<file path="config.mk">
export PLATFORM = sky130hd
export DESIGN_NAME = usb_standard_request_decoder_core
export DESIGN_NICKNAME = d
export VERILOG_FILES = /design/src/rtl/core/usbsrd_pkg.sv /design/src/rtl/core/usbsrd_decode.sv /design/src/rtl/core/usb_standard_request_decoder_core.sv
export VERILOG_INCLUDE_DIRS = /design/src /design/src/rtl/core
export SDC_FILE = /design/constraint.sdc
export NUM_CORES = 1
export LEC_CHECK = 0
export BUFFER_PORTS_ARGS = -buffer_cell sky130_fd_sc_hd__clkbuf_2
export CORE_MARGIN = 2
export CORE_UTILIZATION = 56
export DETAILED_ROUTE_END_ITERATION = 10
export PLACE_DENSITY = 0.78
export SLEW_MARGIN = 20
export SYNTH_ARGS = -nofsm -noshare
export SYNTH_HDL_FRONTEND = slang
export SYNTH_SLANG_ARGS = --single-unit
export TNS_END_PERCENT = 50
</file>
<file path="constraint.sdc">
create_clock -name clk_i -period 3.2 [get_ports clk_i]
set_input_delay 0.64 -clock clk_i [delete_from_list [all_inputs] [get_ports clk_i]]
set_output_delay 0.64 -clock clk_i [all_outputs]
set_load 0.01 [all_outputs]
</file>
<file path="src/rtl/core/usb_standard_request_decoder_core_assert.svh">
// Assertion macros for the USB standard request decoder core.
// Depends on nothing; the bodies are empty when SYNTH is defined.
`ifndef USB_STANDARD_REQUEST_DECODER_CORE_ASSERT_SVH
`define USB_STANDARD_REQUEST_DECODER_CORE_ASSERT_SVH

`ifndef SYNTH
// Clocked assertion that is switched off while reset is asserted.
`define USBSRD_ASSERT(lbl, clk, rst_n, prop, msg) \
  lbl: assert property (@(posedge clk) disable iff (!rst_n) prop) else $error(msg);
// Clocked assertion that is checked during reset as well.
`define USBSRD_ASSERT_ALWAYS(lbl, clk, prop, msg) \
  lbl: assert property (@(posedge clk) prop) else $error(msg);
`else
`define USBSRD_ASSERT(lbl, clk, rst_n, prop, msg)
`define USBSRD_ASSERT_ALWAYS(lbl, clk, prop, msg)
`endif

`endif

</file>
<file path="src/rtl/core/usbsrd_pkg.sv">
// Shared types, codes and sizes of the USB standard request decoder.
// Used by usbsrd_decode and usb_standard_request_decoder_core.
package usbsrd_pkg;

  localparam int unsigned MaxInterfaces = 16;
  localparam int unsigned MaxEndpoints  = 16;
  localparam int unsigned IfIdxW = (MaxInterfaces > 1) ? $clog2(MaxInterfaces) : 1;

  typedef enum logic [1:0] {
    ActDataIn    = 2'd0,
    ActStatusIn  = 2'd1,
    ActStall     = 2'd2,
    ActResetDone = 2'd3
  } action_e;

  typedef enum logic [2:0] {
    SrcReply     = 3'd0,
    SrcDevice    = 3'd1,
    SrcConfig    = 3'd2,
    SrcString    = 3'd3,
    SrcQualifier = 3'd4
  } src_e;

  typedef enum logic [1:0] {
    StDefault    = 2'd0,
    StAddressed  = 2'd1,
    StConfigured = 2'd2
  } dev_st_e;

  localparam logic [7:0] ReqGetStatus  = 8'd0;
  localparam logic [7:0] ReqClrFeature = 8'd1;
  localparam logic [7:0] ReqSetFeature = 8'd3;
  localparam logic [7:0] ReqSetAddress = 8'd5;
  localparam logic [7:0] ReqGetDesc    = 8'd6;
  localparam logic [7:0] ReqGetConfig  = 8'd8;
  localparam logic [7:0] ReqSetConfig  = 8'd9;
  localparam logic [7:0] ReqGetIface   = 8'd10;
  localparam logic [7:0] ReqSetIface   = 8'd11;

  localparam logic [4:0] RcpDevice = 5'd0;
  localparam logic [4:0] RcpIface  = 5'd1;
  localparam logic [4:0] RcpEp     = 5'd2;

  localparam logic [7:0] DescDevice    = 8'd1;
  localparam logic [7:0] DescConfig    = 8'd2;
  localparam logic [7:0] DescString    = 8'd3;
  localparam logic [7:0] DescQualifier = 8'd6;

  localparam logic [1:0] RegNumCfg = 2'd0;
  localparam logic [1:0] RegNumStr = 2'd1;
  localparam logic [1:0] RegNumIf  = 2'd2;
  localparam logic [1:0] RegNumEp  = 2'd3;

  typedef struct packed {
    logic [7:0] num_cfg;
    logic [7:0] num_str;
    logic [4:0] num_if;
    logic [4:0] num_ep;
  } cfg_t;

  typedef struct packed {
    logic        func;
    logic [7:0]  rtype;
    logic [7:0]  code;
    logic [15:0] value;
    logic [15:0] index;
    logic [15:0] length;
  } req_t;

  typedef struct packed {
    dev_st_e     st;
    logic [6:0]  addr;
    logic [7:0]  cfg;
    logic [15:0] halt_in;
    logic [15:0] halt_out;
  } dev_t;

  typedef struct packed {
    logic              clear;
    logic              we;
    logic [IfIdxW-1:0] idx;
    logic [7:0]        val;
  } alt_upd_t;

  typedef struct packed {
    action_e     action;
    src_e        src;
    logic [7:0]  di;
    logic [7:0]  b0;
    logic [7:0]  b1;
    logic [15:0] rlen;
    logic        au;
    logic [6:0]  addr;
    dev_st_e     st;
  } res_t;

endpackage

</file>
<file path="src/rtl/core/usbsrd_decode.sv">
// Combinational decode of one setup word against the current device state.
// Depends on usbsrd_pkg.
module usbsrd_decode (
  input  usbsrd_pkg::req_t     req_i,
  input  usbsrd_pkg::dev_t     dev_i,
  input  usbsrd_pkg::cfg_t     cfg_i,
  input  logic [7:0]           alt_rd_i,
  output usbsrd_pkg::res_t     res_o,
  output usbsrd_pkg::dev_t     dev_next_o,
  output usbsrd_pkg::alt_upd_t alt_upd_o
);

  logic [4:0]  recip;
  logic        standard;
  logic        dir_in;
  logic [6:0]  ep;
  logic        ep_in;
  logic [7:0]  iface;
  logic        iface_ok;
  logic        ep_ok;
  logic        ok;
  logic [15:0] mask;
  logic [15:0] bit_sel;

  assign recip    = req_i.rtype[4:0];
  assign standard = (req_i.rtype[6:5] == 2'b00);
  assign dir_in   = req_i.rtype[7];
  assign ep       = req_i.index[6:0];
  assign ep_in    = req_i.index[7];
  assign iface    = req_i.index[7:0];
  assign iface_ok = (iface < {3'b000, cfg_i.num_if}) &&
                    (iface < 8'(usbsrd_pkg::MaxInterfaces));
  assign ep_ok    = (ep != 7'd0) && (ep < {2'b00, cfg_i.num_ep}) &&
                    (ep < 7'(usbsrd_pkg::MaxEndpoints));
  assign mask     = ep_in ? dev_i.halt_in : dev_i.halt_out;
  assign bit_sel  = 16'd1 << ep[3:0];

  always_comb begin
    res_o      = '0;
    dev_next_o = dev_i;
    alt_upd_o  = '0;
    alt_upd_o.idx = iface[usbsrd_pkg::IfIdxW-1:0];
    alt_upd_o.val = req_i.value[7:0];
    ok = 1'b0;

    if (req_i.func) begin
      dev_next_o = '0;
      alt_upd_o.clear = 1'b1;
      res_o.action = usbsrd_pkg::ActResetDone;
    end else if (req_i.length != 16'd0) begin
      if (standard && dir_in) begin
        unique case (req_i.code)
          usbsrd_pkg::ReqGetDesc: begin
            if (recip == usbsrd_pkg::RcpDevice) begin
              if (req_i.value[15:8] == usbsrd_pkg::DescDevice) begin
                ok = 1'b1;
                res_o.src = usbsrd_pkg::SrcDevice;
              end else if (req_i.value[15:8] == usbsrd_pkg::DescConfig &&
                           req_i.value[7:0] < cfg_i.num_cfg) begin
                ok = 1'b1;
                res_o.src = usbsrd_pkg::SrcConfig;
                res_o.di  = req_i.value[7:0];
              end else if (req_i.value[15:8] == usbsrd_pkg::DescString &&
                           req_i.value[7:0] < cfg_i.num_str) begin
                ok = 1'b1;
                res_o.src = usbsrd_pkg::SrcString;
                res_o.di  = req_i.value[7:0];
              end else if (req_i.value[15:8] == usbsrd_pkg::DescQualifier) begin
                ok = 1'b1;
                res_o.src = usbsrd_pkg::SrcQualifier;
              end
              if (ok) res_o.rlen = req_i.length;
            end
          end
          usbsrd_pkg::ReqGetConfig: begin
            if (recip == usbsrd_pkg::RcpDevice && req_i.value == 16'd0 &&
                req_i.index == 16'd0 && req_i.length == 16'd1 &&
                dev_i.st != usbsrd_pkg::StDefault) begin
              ok = 1'b1;
              res_o.b0   = dev_i.cfg;
              res_o.rlen = 16'd1;
            end
          end
          usbsrd_pkg::ReqGetStatus: begin
            if (req_i.value == 16'd0 && req_i.length == 16'd2) begin
              if (recip == usbsrd_pkg::RcpDevice) begin
                ok = (req_i.index == 16'd0) && (dev_i.st != usbsrd_pkg::StDefault);
              end else if (recip == usbsrd_pkg::RcpIface) begin
                ok = (dev_i.st == usbsrd_pkg::StConfigured) && iface_ok;
              end else if (recip == usbsrd_pkg::RcpEp) begin
                ok = (ep == 7'd0 && dev_i.st != usbsrd_pkg::StDefault) ||
                     (ep_ok && dev_i.st == usbsrd_pkg::StConfigured);
                // Endpoints 16 and up fail the endpoint check and stall, so only endpoints below 16 read a halt bit.
                if (ok && ep[6:4] == 3'd0) res_o.b0 = {7'd0, mask[ep[3:0]]};
              end
              if (ok) res_o.rlen = 16'd2;
            end
          end
          usbsrd_pkg::ReqGetIface: begin
            if (req_i.value == 16'd0 && req_i.length == 16'd1 &&
                recip == usbsrd_pkg::RcpIface &&
                dev_i.st == usbsrd_pkg::StConfigured && iface_ok) begin
              ok = 1'b1;
              res_o.b0   = alt_rd_i;
              res_o.rlen = 16'd1;
            end
          end
          default: ok = 1'b0;
        endcase
      end
      res_o.action = ok ? usbsrd_pkg::ActDataIn : usbsrd_pkg::ActStall;
    end else begin
      if (standard && !dir_in) begin
        unique case (req_i.code) inside
          usbsrd_pkg::ReqSetAddress: begin
            if (dev_i.st != usbsrd_pkg::StConfigured &&
                recip == usbsrd_pkg::RcpDevice) begin
              ok = 1'b1;
              res_o.au = 1'b1;
              dev_next_o.addr = req_i.value[6:0];
              dev_next_o.st = (req_i.value[6:0] == 7'd0) ? usbsrd_pkg::StDefault
                                                         : usbsrd_pkg::StAddressed;
            end
          end
          usbsrd_pkg::ReqSetConfig: begin
            if (dev_i.st != usbsrd_pkg::StDefault && recip == usbsrd_pkg::RcpDevice) begin
              ok = 1'b1;
              dev_next_o.cfg = req_i.value[7:0];
              dev_next_o.st = (req_i.value[7:0] == 8'd0) ? usbsrd_pkg::StAddressed
                                                         : usbsrd_pkg::StConfigured;
            end
          end
          usbsrd_pkg::ReqClrFeature, usbsrd_pkg::ReqSetFeature: begin
            if (recip == usbsrd_pkg::RcpEp && ep_ok && req_i.value == 16'd0) begin
              ok = 1'b1;
              if (req_i.code == usbsrd_pkg::ReqSetFeature) begin
                if (ep_in) dev_next_o.halt_in  = dev_i.halt_in | bit_sel;
                else       dev_next_o.halt_out = dev_i.halt_out | bit_sel;
              end else begin
                if (ep_in) dev_next_o.halt_in  = dev_i.halt_in & ~bit_sel;
                else       dev_next_o.halt_out = dev_i.halt_out & ~bit_sel;
              end
            end
          end
          usbsrd_pkg::ReqSetIface: begin
            if (recip == usbsrd_pkg::RcpIface &&
                dev_i.st == usbsrd_pkg::StConfigured && iface_ok) begin
              ok = 1'b1;
              alt_upd_o.we = 1'b1;
            end
          end
          default: ok = 1'b0;
        endcase
      end
      res_o.action = ok ? usbsrd_pkg::ActStatusIn : usbsrd_pkg::ActStall;
    end

    res_o.addr = dev_next_o.addr;
    res_o.st   = dev_next_o.st;
  end

endmodule

</file>
<file path="src/rtl/core/usb_standard_request_decoder_core.sv">
// Top level of the USB standard request decoder: stream ports, APB registers,
// device state and the input and result registers. Depends on usbsrd_pkg,
// usbsrd_decode and usb_standard_request_decoder_core_assert.svh.
//
//   channel   direction  handshake               contents
//   s_axis    in         tvalid/tready           setup word, tuser = bus reset
//   m_axis    out        tvalid/tready           result word, tuser = action
//   apb       in         psel/penable/pready     four 32-bit registers
//
// A word passes from the input register to the result register, and one word
// is taken every cycle while the result is not stalled. The device state
// updates at the edge a word moves into the result register. Reset clears the
// device state, the APB registers, the alternate settings and both valid flags;
// the data registers are not reset. A stalled result only holds the input register once it is full.
module usb_standard_request_decoder_core (
  input  logic        clk_i,
  input  logic        rst_ni,
  input  logic        s_axis_tvalid,
  output logic        s_axis_tready,
  // [7:0] req_type, [15:8] request_code, [31:16] setup_value,
  // [47:32] setup_index, [63:48] setup_length
  input  logic [63:0] s_axis_tdata,
  // [0] func
  input  logic        s_axis_tuser,
  output logic        m_axis_tvalid,
  input  logic        m_axis_tready,
  // [2:0] data_source, [10:3] descriptor_index, [18:11] reply_byte0,
  // [26:19] reply_byte1, [42:27] reply_length, [43] address_update,
  // [50:44] device_address, [52:51] device_state, [55:53] zero
  output logic [55:0] m_axis_tdata,
  // [1:0] action
  output logic [1:0]  m_axis_tuser,
  input  logic        psel,
  input  logic        penable,
  input  logic        pwrite,
  input  logic [3:0]  paddr,
  input  logic [31:0] pwdata,
  output logic [31:0] prdata,
  output logic        pready
);

  `include "usb_standard_request_decoder_core_assert.svh"

  usbsrd_pkg::cfg_t     cfg_q;
  usbsrd_pkg::dev_t     dev_q, dev_d;
  usbsrd_pkg::req_t     req_q;
  usbsrd_pkg::res_t     res_d;
  usbsrd_pkg::alt_upd_t alt_upd;
  logic [7:0]           alt_q [usbsrd_pkg::MaxInterfaces];
  logic [7:0]           alt_rd;
  logic                 in_valid_q;
  logic                 out_valid_q;
  logic [55:0]          out_data_q;
  logic [1:0]           out_user_q;
  logic                 advance;
  logic                 fire;
  logic                 cfg_wr;

  assign pready  = 1'b1;
  assign cfg_wr  = psel && penable && pwrite;
  assign advance = !out_valid_q || m_axis_tready;
  assign fire    = advance && in_valid_q;
  assign s_axis_tready = !in_valid_q || advance;

  always_ff @(posedge clk_i or negedge rst_ni) begin
    if (!rst_ni) begin
      cfg_q.num_cfg <= 8'd1;
      cfg_q.num_str <= 8'd4;
      cfg_q.num_if  <= 5'd1;
      cfg_q.num_ep  <= 5'd4;
    end else if (cfg_wr) begin
      unique case (paddr[3:2])
        usbsrd_pkg::RegNumCfg: cfg_q.num_cfg <= pwdata[7:0];
        usbsrd_pkg::RegNumStr: cfg_q.num_str <= pwdata[7:0];
        usbsrd_pkg::RegNumIf:  cfg_q.num_if  <= pwdata[4:0];
        usbsrd_pkg::RegNumEp:  cfg_q.num_ep  <= pwdata[4:0];
        default: ;
      endcase
    end
  end

  always_comb begin
    unique case (paddr[3:2])
      usbsrd_pkg::RegNumCfg: prdata = {24'd0, cfg_q.num_cfg};
      usbsrd_pkg::RegNumStr: prdata = {24'd0, cfg_q.num_str};
      usbsrd_pkg::RegNumIf:  prdata = {27'd0, cfg_q.num_if};
      usbsrd_pkg::RegNumEp:  prdata = {27'd0, cfg_q.num_ep};
      default:               prdata = 32'd0;
    endcase
  end

  // Input register.
  always_ff @(posedge clk_i or negedge rst_ni) begin
    if (!rst_ni) begin
      in_valid_q <= 1'b0;
    end else if (s_axis_tready) begin
      in_valid_q <= s_axis_tvalid;
    end
  end

  always_ff @(posedge clk_i) begin
    if (s_axis_tready && s_axis_tvalid) begin
      req_q.func   <= s_axis_tuser;
      req_q.rtype  <= s_axis_tdata[7:0];
      req_q.code   <= s_axis_tdata[15:8];
      req_q.value  <= s_axis_tdata[31:16];
      req_q.index  <= s_axis_tdata[47:32];
      req_q.length <= s_axis_tdata[63:48];
    end
  end

  assign alt_rd = alt_q[req_q.index[usbsrd_pkg::IfIdxW-1:0]];

  usbsrd_decode u_decode (
    .req_i      (req_q),
    .dev_i      (dev_q),
    .cfg_i      (cfg_q),
    .alt_rd_i   (alt_rd),
    .res_o      (res_d),
    .dev_next_o (dev_d),
    .alt_upd_o  (alt_upd)
  );

  // Device state moves only when a word leaves the input register.
  always_ff @(posedge clk_i or negedge rst_ni) begin
    if (!rst_ni) begin
      dev_q <= '0;
      for (int i = 0; i < usbsrd_pkg::MaxInterfaces; i++) alt_q[i] <= 8'd0;
    end else if (fire) begin
      dev_q <= dev_d;
      if (alt_upd.clear) begin
        for (int i = 0; i < usbsrd_pkg::MaxInterfaces; i++) alt_q[i] <= 8'd0;
      end else if (alt_upd.we) begin
        alt_q[alt_upd.idx] <= alt_upd.val;
      end
    end
  end

  // Result register.
  always_ff @(posedge clk_i or negedge rst_ni) begin
    if (!rst_ni) begin
      out_valid_q <= 1'b0;
    end else if (advance) begin
      out_valid_q <= in_valid_q;
    end
  end

  always_ff @(posedge clk_i) begin
    if (fire) begin
      out_user_q <= res_d.action;
      out_data_q <= {3'd0, res_d.st, res_d.addr, res_d.au, res_d.rlen,
                     res_d.b1, res_d.b0, res_d.di, res_d.src};
    end
  end

  assign m_axis_tvalid = out_valid_q;
  assign m_axis_tdata  = out_data_q;
  assign m_axis_tuser  = out_user_q;

  `USBSRD_ASSERT(a_stall_empty, clk_i, rst_ni, (m_axis_tvalid && m_axis_tuser == usbsrd_pkg::ActStall) |-> (m_axis_tdata[42:0] == 43'd0 && m_axis_tdata[43] == 1'b0), "stall result carries payload")
  `USBSRD_ASSERT(a_addr_upd, clk_i, rst_ni, (m_axis_tvalid && m_axis_tdata[43]) |-> (m_axis_tuser == usbsrd_pkg::ActStatusIn), "address update outside a status reply")
  `USBSRD_ASSERT(a_reset_done, clk_i, rst_ni, (m_axis_tvalid && m_axis_tuser == usbsrd_pkg::ActResetDone) |-> (m_axis_tdata[52:44] == 9'd0), "bus reset left device state")
  `USBSRD_ASSERT_ALWAYS(a_cfg_nonzero, clk_i, (dev_q.st == usbsrd_pkg::StConfigured) |-> (dev_q.cfg != 8'd0), "configured with configuration zero")

endmodule
</file>
==> results of run 1 <==
registers in the layout, summed over array words and instances (netlist names):
name,flops
alt_q,128
req_q,65
dev_q,49
m_axis_tdata,45
cfg_q,26
m_axis_tuser,2
in_valid_q,1
m_axis_tvalid,1
final cells by class:
| type | instances | area, µm² |
|---|---|---|
| fillers | 1900 | 8910 |
| flip-flops and latches | 317 | 8500 |
| multi-input cells | 842 | 5770 |
| repair buffers | 190 | 1150 |
| clock buffers | 46 | 1000 |
| well taps | 335 | 419 |
| clock inverters | 16 | 169 |
| inverters | 39 | 146 |
final timing paths:
check / end / slack [ps] / cells past startpoint
max: m_axis_tdata[10]$_SDFFCE_PP0P_ / 250 / 6
min: cfg_q[1]$_DFFE_PN0P_ / 120 / 1
max in group asynchronous: cfg_q[12]$_DFFE_PN1P_ / 2240 / 2
max reg2reg: m_axis_tdata[10]$_SDFFCE_PP0P_ / 250 / 6
min reg2reg: dev_q[32]$_DFFE_PN0P_ / 490 / 2
min in group clk_i: req_q[44]$_DFFE_PP_ / 300 / 1
critical path: stages, from the launching register on:
cell and delay, ps:
edfxtp_1 370, or4_1 560, or4_1 640, o2111a_1 350
nand4_1 240, or3_1 430, nor2_1 110
stage by stage:
stage,power [mW],setup WS [ps]
2_1_floorplan,5.12,249
3_5_place_dp,5.48,193
5_1_grt,9.82,97.7
6_report,9.48,246
3_3_place_gp,5.45,301
4_1_cts,9.52,149
Yosys cell counts (3+ instances only):
cell      number  area (µm²)
mux4_2        48        1080
ha_1          22         275
inv_2          4        15.0
a21oi_1       20         100
nor3_1        20         100
nand4_1       29         181
o21ai_0       12        60.1
dfstp_2        4         105
a211oi_1       5        37.5
inv_1         35         131
edfxtp_1     112        3360
clkbuf_1      73         274
buf_1          8        30.0
nor4b_1        7        61.3
a31oi_1        6        37.5
buf_4         37         278
or4_1          5        37.5
and2_1        21         131
a21o_1         4        30.0
nor3b_1        3        22.5
mux2_1         8        90.1
o31ai_1        4        30.0
nand2_1       52         195
o21ai_1      178         891
a32o_1         7        70.1
nor4_1        11        68.8
buf_2          6        30.0
nand2b_1      16         100
nor2_1        66         248
mux2_2         8        90.1
nand3_1      140         701
nand3b_1       6        45.0
o41ai_1        8        70.1
nor2b_1       10        62.6
o211ai_1      30         225
mux2i_1       20         200
dfrtp_1      201        5030
or3_1          5        31.3
metal layers:
layer,vias to the layer above,routed length (µm)
li1,5035,-
met3,90,3060
met1,5472,15700
met5,-,0
met2,541,17800
met4,0,1240
power groups by stage:
| stage | sequential, mW | combinational (mW) | clock, mW |
|---|---|---|---|
| after floorplan | 4.57 | 0.551 | 0 |
| after global placement | 4.59 | 0.863 | 0 |
| after detailed placement | 4.59 | 0.887 | 0 |
| after CTS | 4.52 | 0.897 | 4.10 |
| after global routing | 4.54 | 0.993 | 4.29 |
| final | 4.52 | 0.900 | 4.06 |
cells by family (layout without fill, tap and decap cells):
group	count (synthesis)	after routing
AND/OR/NAND/NOR	410	410
flip-flops	317	317
AO/OA/AOI/OAI	289	289
buffers and inverters	165	291
multiplexers	84	84
adder cells (fa/ha/maj)	22	22
other	2	36
XOR/XNOR	1	1
==> metrics.log, run 1 <==
[metrics] non-filler cells in the finished layout: 1785
[metrics] TritonRoute pass-1 iters: 5
[metrics] via total after detailed routing: 11100
[metrics] post-route cell area: 0.0172 mm²
[metrics] HPWL after detailed placement: 25300 µm
[metrics] share of the yosys chip area belonging to registers: 57.0%
[metrics] xor-xnor portion of the synthesized cell area: 0.0588%
[metrics] clock share of power: 42.8%
[metrics] total count of hold-check failures in the final report: 0
[metrics] worst setup path startpoint: req_q[6]$_DFFE_PP_
[metrics] count of boundary I/O pins: 201
[metrics] cell count after synthesis: 1290
[metrics] final max-slew violation count: 0
[metrics] most used cells in the layout excluding fill and tap cells: 201 x dfrtp_1, 178 x o21ai_1, 140 x nand3_1
[metrics] wire length of the first global-routing pass: 60300 µm
[metrics] met2 global-route usage: 42.8%
[metrics] compound-cell area share of the yosys netlist: 11.3%
[metrics] crit share post-route: 92.3%
[metrics] Final Util: 65.8%
[metrics] setup fix buffers added after clock tree synthesis: 0
[metrics] GRT Max-Usage Layer: met2
[metrics] endpoint kind of the worst setup timing path: flip-flop
[metrics] Relative slew margins: 47.7%
[metrics] WP data required: 3450 ps
[metrics] Net Sw Power: 2.31 mW
[metrics] number of buffers created by CTS: 34
[metrics] Post-Synth Adder-Cell Area: 1.85%
[metrics] flip-flop and latch count after synthesis: 317
[metrics] ANT cells: 0
[metrics] number of different library cells in the post-synthesis netlist: 65
[metrics] detailed router's first-iteration violation count: 1163
[metrics] fraction of power spent switching nets: 24.4%
[metrics] number of resized instances in the post-cts repair step: 0
[metrics] vias in the first global route: 10900
[metrics] Hold Buf Count CTS: 0
[metrics] vertical die dimension: 167 µm
[metrics] Worst Setup Path Type: flip-flop to flip-flop
[metrics] power per unit of standard cell area: 553 mW/mm²
[metrics] FFs w/ async S/R, synth: 64.7%
[metrics] starting utilization of the core area: 57.2%
[metrics] average footprint of a synthesized cell: 11.6 µm²
[metrics] remaining antenna violation count after routing: 0
[metrics] number of maximum-capacitance constraint violations: 0
[metrics] post-synthesis share of cell area spent on and, or, nand and nor gates: 14.6%
[metrics] combinational family with the most area after synthesis: simple AND/OR/NAND/NOR gates
[metrics] Critical Path Fanout Max: 9
[metrics] signed area change from the synthesized netlist to the final layout: 15.1%
[metrics] class of the tightest hold or removal check: primary input to async pin
[metrics] global-route total usage across every layer: 27.2%
[metrics] number of sinks driven by the clock tree: 317
[metrics] mean routed wirelength per cell: 21.2 µm
[metrics] RSZ-0062 raised after global routing: false
[metrics] Core Area: 0.0261 mm²
[metrics] placement row count: 59
[metrics] final clock skew: 16.3 ps
[metrics] number of instances in the placed design: 1723
[metrics] global route total overflow: 0
[metrics] transition time at the pin with the least slew margin: 778 ps
[metrics] VDD IR-drop max: 560 µV
[metrics] wirelength, routed: 37800 µm
[metrics] placer's final routability congestion estimate: 0.959
[metrics] met1 demand-to-capacity share in global routing: 38.7%
[metrics] latest clock arrival within the worst-skew pair: 520 ps
[metrics] data arrival at the endpoint of the critical path: 3210 ps
[metrics] shortest clock period the worst path allows after layout: 2950 ps
[metrics] number of levels the H-tree was split into: 2
[metrics] share of cell area taken by muxes after synthesis: 9.81%
[metrics] mean number of vias per cell: 6.24
[metrics] Reg clk slew, reported paths: 60 ps
[metrics] standard cell area after detailed placement: 0.0160 mm²
[metrics] M3 GR Usage: 4.77%
[metrics] EDFF count, synth: 112
[metrics] pin count of the biggest net entering global routing: 145
[metrics] setup-violating endpoint count in the final report: 0
[metrics] combinational cell fraction of total power: 9.5%
[metrics] most frequent standard cell in the layout excluding fill and tap cells: dfrtp_1
[metrics] Total Nets Final: 1554
[metrics] fraction of layout cells with a size suffix above 1: 22.3%
[metrics] die area: 0.0279 mm²
[metrics] combined area of all synthesized cells: 0.0149 mm²
[metrics] port bufs: 138
[metrics] max frequency: 338 MHz
[metrics] antenna violations before repair: 0
[metrics] total negative slack: 0 ps
[metrics] predominant post-synthesis flop cell: dfrtp_1
[metrics] DIE WIDTH: 167 µm
[metrics] count of synthesis-stage warnings from yosys: 0
[metrics] WHS: 121 ps
[metrics] beginning of the worst register-to-register path: req_q[6]$_DFFE_PP_
[metrics] leakage power: 7.19 nW
[metrics] clock root cell: clkbuf_16
[metrics] power share of the sequential group: 47.7%
[metrics] kind of start point of the critical path: flip-flop
[metrics] Max Root-Sink Buffers: 3
[metrics] DRC Markers: 0
[metrics] run status: finished clean
[metrics] Cell Int Power: 7.17 mW
[metrics] clock tree from TritonCTS: done
No activity file was read; power rests on OpenSTA's default activity.
==> run 2: changes to the inputs <==
Settings changed: BUFFER_PORTS_ARGS -buffer_cell sky130_fd_sc_hd__clkbuf_2 to not set, DONT_BUFFER_PORTS set to 1, PLACE_DENSITY 0.78 to 0.71.
==> metrics.log, run 2 (synthesis results as in run 1) <==
[metrics] port bufs: 0
[metrics] clock root cell: clkbuf_16
[metrics] endpoint kind of the worst setup timing path: flip-flop
[metrics] placement row count: 59
[metrics] vertical die dimension: 167 µm
[metrics] Most flops, register: alt_q
[metrics] signed area change from the synthesized netlist to the final layout: 10.5%
[metrics] storage element area: 0.00850 mm²
[metrics] Relative slew margins: 52.4%
[metrics] detailed router's first-iteration violation count: 1172
[metrics] Total Nets Final: 1414
[metrics] leakage power: 6.66 nW
[metrics] R2R Path End: dev_q[46]$_DFFE_PN0P_
[metrics] Core Area: 0.0261 mm²
[metrics] HPWL after detailed placement: 24400 µm
[metrics] die area: 0.0279 mm²
[metrics] fraction of layout cells with a size suffix above 1: 14.3%
[metrics] Max Root-Sink Buffers: 3
[metrics] number of sinks driven by the clock tree: 317
[metrics] power per unit of standard cell area: 570 mW/mm²
[metrics] WP data required: 3600 ps
[metrics] setup fix buffers added after clock tree synthesis: 0
[metrics] WHS: -171 ps
[metrics] run status: finished with violations
[metrics] crit share post-route: 93.3%
[metrics] max FFs per register: 128
[metrics] wire length of the first global-routing pass: 59900 µm
[metrics] placer's final routability congestion estimate: 0.928
[metrics] ANT cells: 0
[metrics] mean routed wirelength per cell: 23.1 µm
[metrics] DIE WIDTH: 167 µm
[metrics] wirelength, routed: 38100 µm
[metrics] kind of start point of the critical path: flip-flop
[metrics] final max-slew violation count: 0
[metrics] failing checks: negative hold slack
[metrics] global route total overflow: 0
[metrics] area used by multi-input combinational logic: 0.00578 mm²
[metrics] remaining antenna violation count after routing: 0
[metrics] DRC Markers: 0
[metrics] clock tree from TritonCTS: done
[metrics] latest clock arrival within the worst-skew pair: 520 ps
[metrics] transition time at the pin with the least slew margin: 714 ps
[metrics] total power draw: 9.38 mW
[metrics] pin count of the biggest net entering global routing: 206
[metrics] via total after detailed routing: 10500
[metrics] total count of hold-check failures in the final report: 201
[metrics] total negative slack: 0 ps
[metrics] max frequency: 335 MHz
[metrics] most used cells in the layout excluding fill and tap cells: 201 x dfrtp_1, 178 x o21ai_1, 140 x nand3_1
[metrics] number of levels the H-tree was split into: 2
[metrics] mean number of vias per cell: 6.38
[metrics] most frequent standard cell in the layout excluding fill and tap cells: dfrtp_1
[metrics] RSZ-0062 raised after global routing: false
[metrics] global-route total usage across every layer: 27.4%
[metrics] count of boundary I/O pins: 201
[metrics] Worst R2R Setup Slack: 210 ps
[metrics] Worst Reg2Reg Path Length in Cells: 7
[metrics] vias in the first global route: 10500
[metrics] shortest clock period the worst path allows after layout: 2990 ps
[metrics] final clock skew: 15.1 ps
[metrics] setup-violating endpoint count in the final report: 0
[metrics] class of the tightest hold or removal check: primary input to async pin
[metrics] count of fill cells added during filler insertion: 1978
[metrics] starting utilization of the core area: 57.2%
[metrics] number of maximum-capacitance constraint violations: 0
[metrics] Critical Path Fanout Max: 23
[metrics] Worst Setup Path Type: flip-flop to flip-flop
[metrics] Reg clk slew, reported paths: 60 ps
[metrics] antenna violations before repair: 0
[metrics] biggest registers after layout: alt_q: 128 flops, req_q: 65 flops, dev_q: 49 flops
[metrics] data arrival at the endpoint of the critical path: 3390 ps
[metrics] beginning of the worst register-to-register path: req_q[6]$_DFFE_PP_
[metrics] number of buffers created by CTS: 34
[metrics] VDD IR-drop max: 554 µV
[metrics] TritonRoute pass-1 iters: 7
-- run 2: cell types whose count changed in the layout (fill, tap and decap cells not counted), sizes merged --
cell,delta
clkinv,+3
clkbuf,-138
inv,+1
buf,-2
clkinvlp,-4
-- run 2: metrics by stage --
stage          std cells  setup WS (ps)  util, %  instance area, µm²
6_report            1645            214     63.2               16500
5_1_grt             1645           78.6     63.2               16500
4_1_cts             1645            170     63.1               16400
3_5_place_dp        1583            180     58.6               15300
3_3_place_gp        1583            243     58.6               15300
2_1_floorplan       1324            249        -               15000
-- run 2: power by group --
part | internal, mW | switching [mW] | leakage [nW]
Clock | 2.49 | 1.63 | 0.591
Combinational | 0.245 | 0.473 | 2.17
Sequential | 4.40 | 0.142 | 3.90
-- run 2: worst max path at each step --
stage / startpoint / end / depth (start not counted)
after detailed placement: req_q[34]$_DFFE_PP_ / dev_q[19]$_DFFE_PN0P_ / 8
final: req_q[6]$_DFFE_PP_ / dev_q[46]$_DFFE_PN0P_ / 7
after global routing: req_q[6]$_DFFE_PP_ / dev_q[40]$_DFFE_PN0P_ / 7
after floorplan: m_axis_tready / alt_q[103]$_DFFE_PN0P_ / 10
after global placement: req_q[6]$_DFFE_PP_ / m_axis_tdata[33]$_SDFFCE_PP0P_ / 6
after CTS: req_q[8]$_DFFE_PP_ / m_axis_tuser[1]$_SDFFCE_PP1P_ / 6
-- run 2: metal layers --
layer | wire length (µm) | up-vias | GRT usage, %
met5 | 0 | - | 0
met4 | 1330 | 0 | 10.3
met3 | 3230 | 92 | 5.77
met2 | 17700 | 462 | 42.7
met1 | 15800 | 5189 | 38.5
li1 | - | 4751 | -
-- run 2: final cells by class --
| class | instances | area share, % |
|---|---|---|
| flip-flops and latches | 317 | 51.6 |
| multi-input cells | 842 | 35.1 |
| clock buffers | 46 | 6.20 |
| repair buffers | 50 | 2.73 |
| well taps | 335 | 2.54 |
| clock inverters | 16 | 0.934 |
| inverters | 39 | 0.889 |
-- run 2: what timing repair did --
action                     CTS  global route
gates resized for setup      0             3
hold endpoints to repair   205           203
setup endpoints to repair    0            31
-- run 2: critical path, stage by stage (launching register included) --
cell,delay [ps]
edfxtp_1,390
or4_1,570
or4_1,620
nor3_2,320
buf_12,210
nand2_2,200
a21o_1,330
a32o_1,230
==> run 3: changes to the inputs <==
Settings changed: CORE_ASPECT_RATIO set to 1.1.
==> metrics.log, run 3 (synthesis results as in run 1) <==
[metrics] run status: finished with violations
[metrics] failing checks: negative hold slack
[metrics] class of the tightest hold or removal check: primary input to async pin
[metrics] standard cell area after detailed placement: 0.0153 mm²
[metrics] number of resized instances in the post-cts repair step: 0
[metrics] worst-case setup slack after placement: 185 ps
[metrics] M3 GR Usage: 4.37%
[metrics] Worst Setup Path Type: flip-flop to flip-flop
[metrics] count of fill cells added during filler insertion: 2025
[metrics] die area: 0.0279 mm²
[metrics] signed area change from the synthesized netlist to the final layout: 10.7%
[metrics] count of boundary I/O pins: 201
[metrics] WP data required: 3590 ps
[metrics] setup-violating endpoint count in the final report: 0
[metrics] mean routed wirelength per cell: 21.4 µm
[metrics] Core Area: 0.0261 mm²
[metrics] starting utilization of the core area: 57.0%
[metrics] number of buffers created by CTS: 34
[metrics] final clock skew: 9.40 ps
[metrics] antenna violations before repair: 0
[metrics] remaining antenna violation count after routing: 0
[metrics] wirelength, routed: 35600 µm
[metrics] shortest clock period the worst path allows after layout: 3040 ps
[metrics] Reg clk slew, reported paths: 60 ps
[metrics] GRT Max-Usage Layer: met2
[metrics] Most flops, register: alt_q
[metrics] kind of start point of the critical path: flip-flop
[metrics] max frequency: 329 MHz
[metrics] ANT cells: 0
[metrics] met1 demand-to-capacity share in global routing: 35.5%
[metrics] endpoint kind of the worst setup timing path: flip-flop
[metrics] wire length of the first global-routing pass: 57200 µm
[metrics] global route total overflow: 0
[metrics] most frequent standard cell in the layout excluding fill and tap cells: dfrtp_1
[metrics] number of maximum-capacitance constraint violations: 0
[metrics] number of sinks driven by the clock tree: 317
[metrics] via total after detailed routing: 10400
[metrics] number of levels the H-tree was split into: 2
[metrics] total negative slack: 0 ps
[metrics] WHS: -166 ps
[metrics] vias in the first global route: 10100
[metrics] Total Nets Final: 1418
[metrics] port bufs: 0
[metrics] RSZ-0062 raised after global routing: false
[metrics] most used cells in the layout excluding fill and tap cells: 201 x dfrtp_1, 178 x o21ai_1, 140 x nand3_1
[metrics] placer's final routability congestion estimate: 0.868
[metrics] final max-slew violation count: 0
[metrics] VDD IR-drop max: 376 µV
[metrics] pin count of the biggest net entering global routing: 206
[metrics] data arrival at the endpoint of the critical path: 3430 ps
[metrics] global-route total usage across every layer: 25.8%
[metrics] fraction of layout cells with a size suffix above 1: 13.9%
[metrics] Critical Path Fanout Max: 23
[metrics] power per unit of standard cell area: 570 mW/mm²
[metrics] vertical die dimension: 175 µm
[metrics] TritonRoute pass-1 iters: 5
[metrics] Relative slew margins: 52.8%
[metrics] non-filler cells in the finished layout: 1665
[metrics] transition time at the pin with the least slew margin: 707 ps
[metrics] met2 global-route usage: 42.6%
[metrics] max FFs per register: 128
[metrics] number of instances in the placed design: 1604
[metrics] clock tree from TritonCTS: done
[metrics] DIE WIDTH: 160 µm
[metrics] post-layout worst setup margin: 160 ps
[metrics] leakage power: 6.63 nW
[metrics] crit share post-route: 95.0%
[metrics] clock root cell: clkbuf_16
[metrics] mean number of vias per cell: 6.26
[metrics] detailed router's first-iteration violation count: 942
[metrics] placement row count: 62
[metrics] DRC Markers: 0
[metrics] HPWL after detailed placement: 24000 µm
[metrics] total count of hold-check failures in the final report: 201
[metrics] latest clock arrival within the worst-skew pair: 510 ps
[metrics] Max Root-Sink Buffers: 3
[metrics] biggest registers after layout: alt_q: 128 flops, req_q: 65 flops, dev_q: 49 flops
[metrics] post-route cell area: 0.0165 mm²
==> run 3: what timing repair did <==
| action | 4_1_cts | 5_1_grt |
|---|---|---|
| buffers inserted | 0 | 0 |
| endpoints found under the hold margin | 204 | 205 |
| setup endpoints to repair | 0 | 0 |
==> run 3: cell type report <==
class	instances	area, µm²	share of cell area (%)
inverters	39	146	0.888
clock buffers	50	1000	6.09
well taps	352	440	2.67
clock inverters	11	180	1.09
repair buffers	54	455	2.76
flip-flops and latches	317	8500	51.5
multi-input cells	842	5770	35.0
==> run 3: layer usage <==
layer	share of wire [%]	up-vias	wire, µm
li1	-	4782	-
met1	41	5142	14700
met2	49	435	17600
met3	6.8	61	2430
met4	2.5	0	894
met5	0	-	0
==> run 3: path summary, 6_finish.rpt <==
check / start / to / slack [ps] / cells after the start
max in group asynchronous: rst_ni / cfg_q[18]$_DFFE_PN1P_ / 3160 / 0
worst min register to register: dev_q[43]$_DFFE_PN0P_ / dev_q[43]$_DFFE_PN0P_ / 490 / 1
worst max-delay path: req_q[6]$_DFFE_PP_ / dev_q[45]$_DFFE_PN0P_ / 160 / 7
min in group clk_i: s_axis_tdata[21] / req_q[37]$_DFFE_PP_ / 220 / 0
worst min-delay path: rst_ni / alt_q[36]$_DFFE_PN0P_ / -170 / 0
worst max register to register: req_q[6]$_DFFE_PP_ / dev_q[45]$_DFFE_PN0P_ / 160 / 7
==> run 3: critical path, stage by stage (launching register included) <==
cell	delay, ps
edfxtp_1	380
or4_1	570
or4_1	620
nor3_2	250
buf_4	280
nand2_2	260
a21o_1	340
a32o_1	230
==> run 3: metrics by stage <==
step                utilization [%]  power [mW]
floorplan                         -        5.12
global placement               58.5        5.30
detailed placement             58.5        5.33
CTS                            63.1        9.45
global route                   63.1        9.73
finish                         63.1        9.41
==> run 3: report_power, final <==
group	total (mW)	switching (mW)	internal (mW)
Sequential	4.54	0.136	4.40
Clock	4.15	1.57	2.58
Combinational	0.718	0.471	0.246
Total	9.41	2.17	7.23
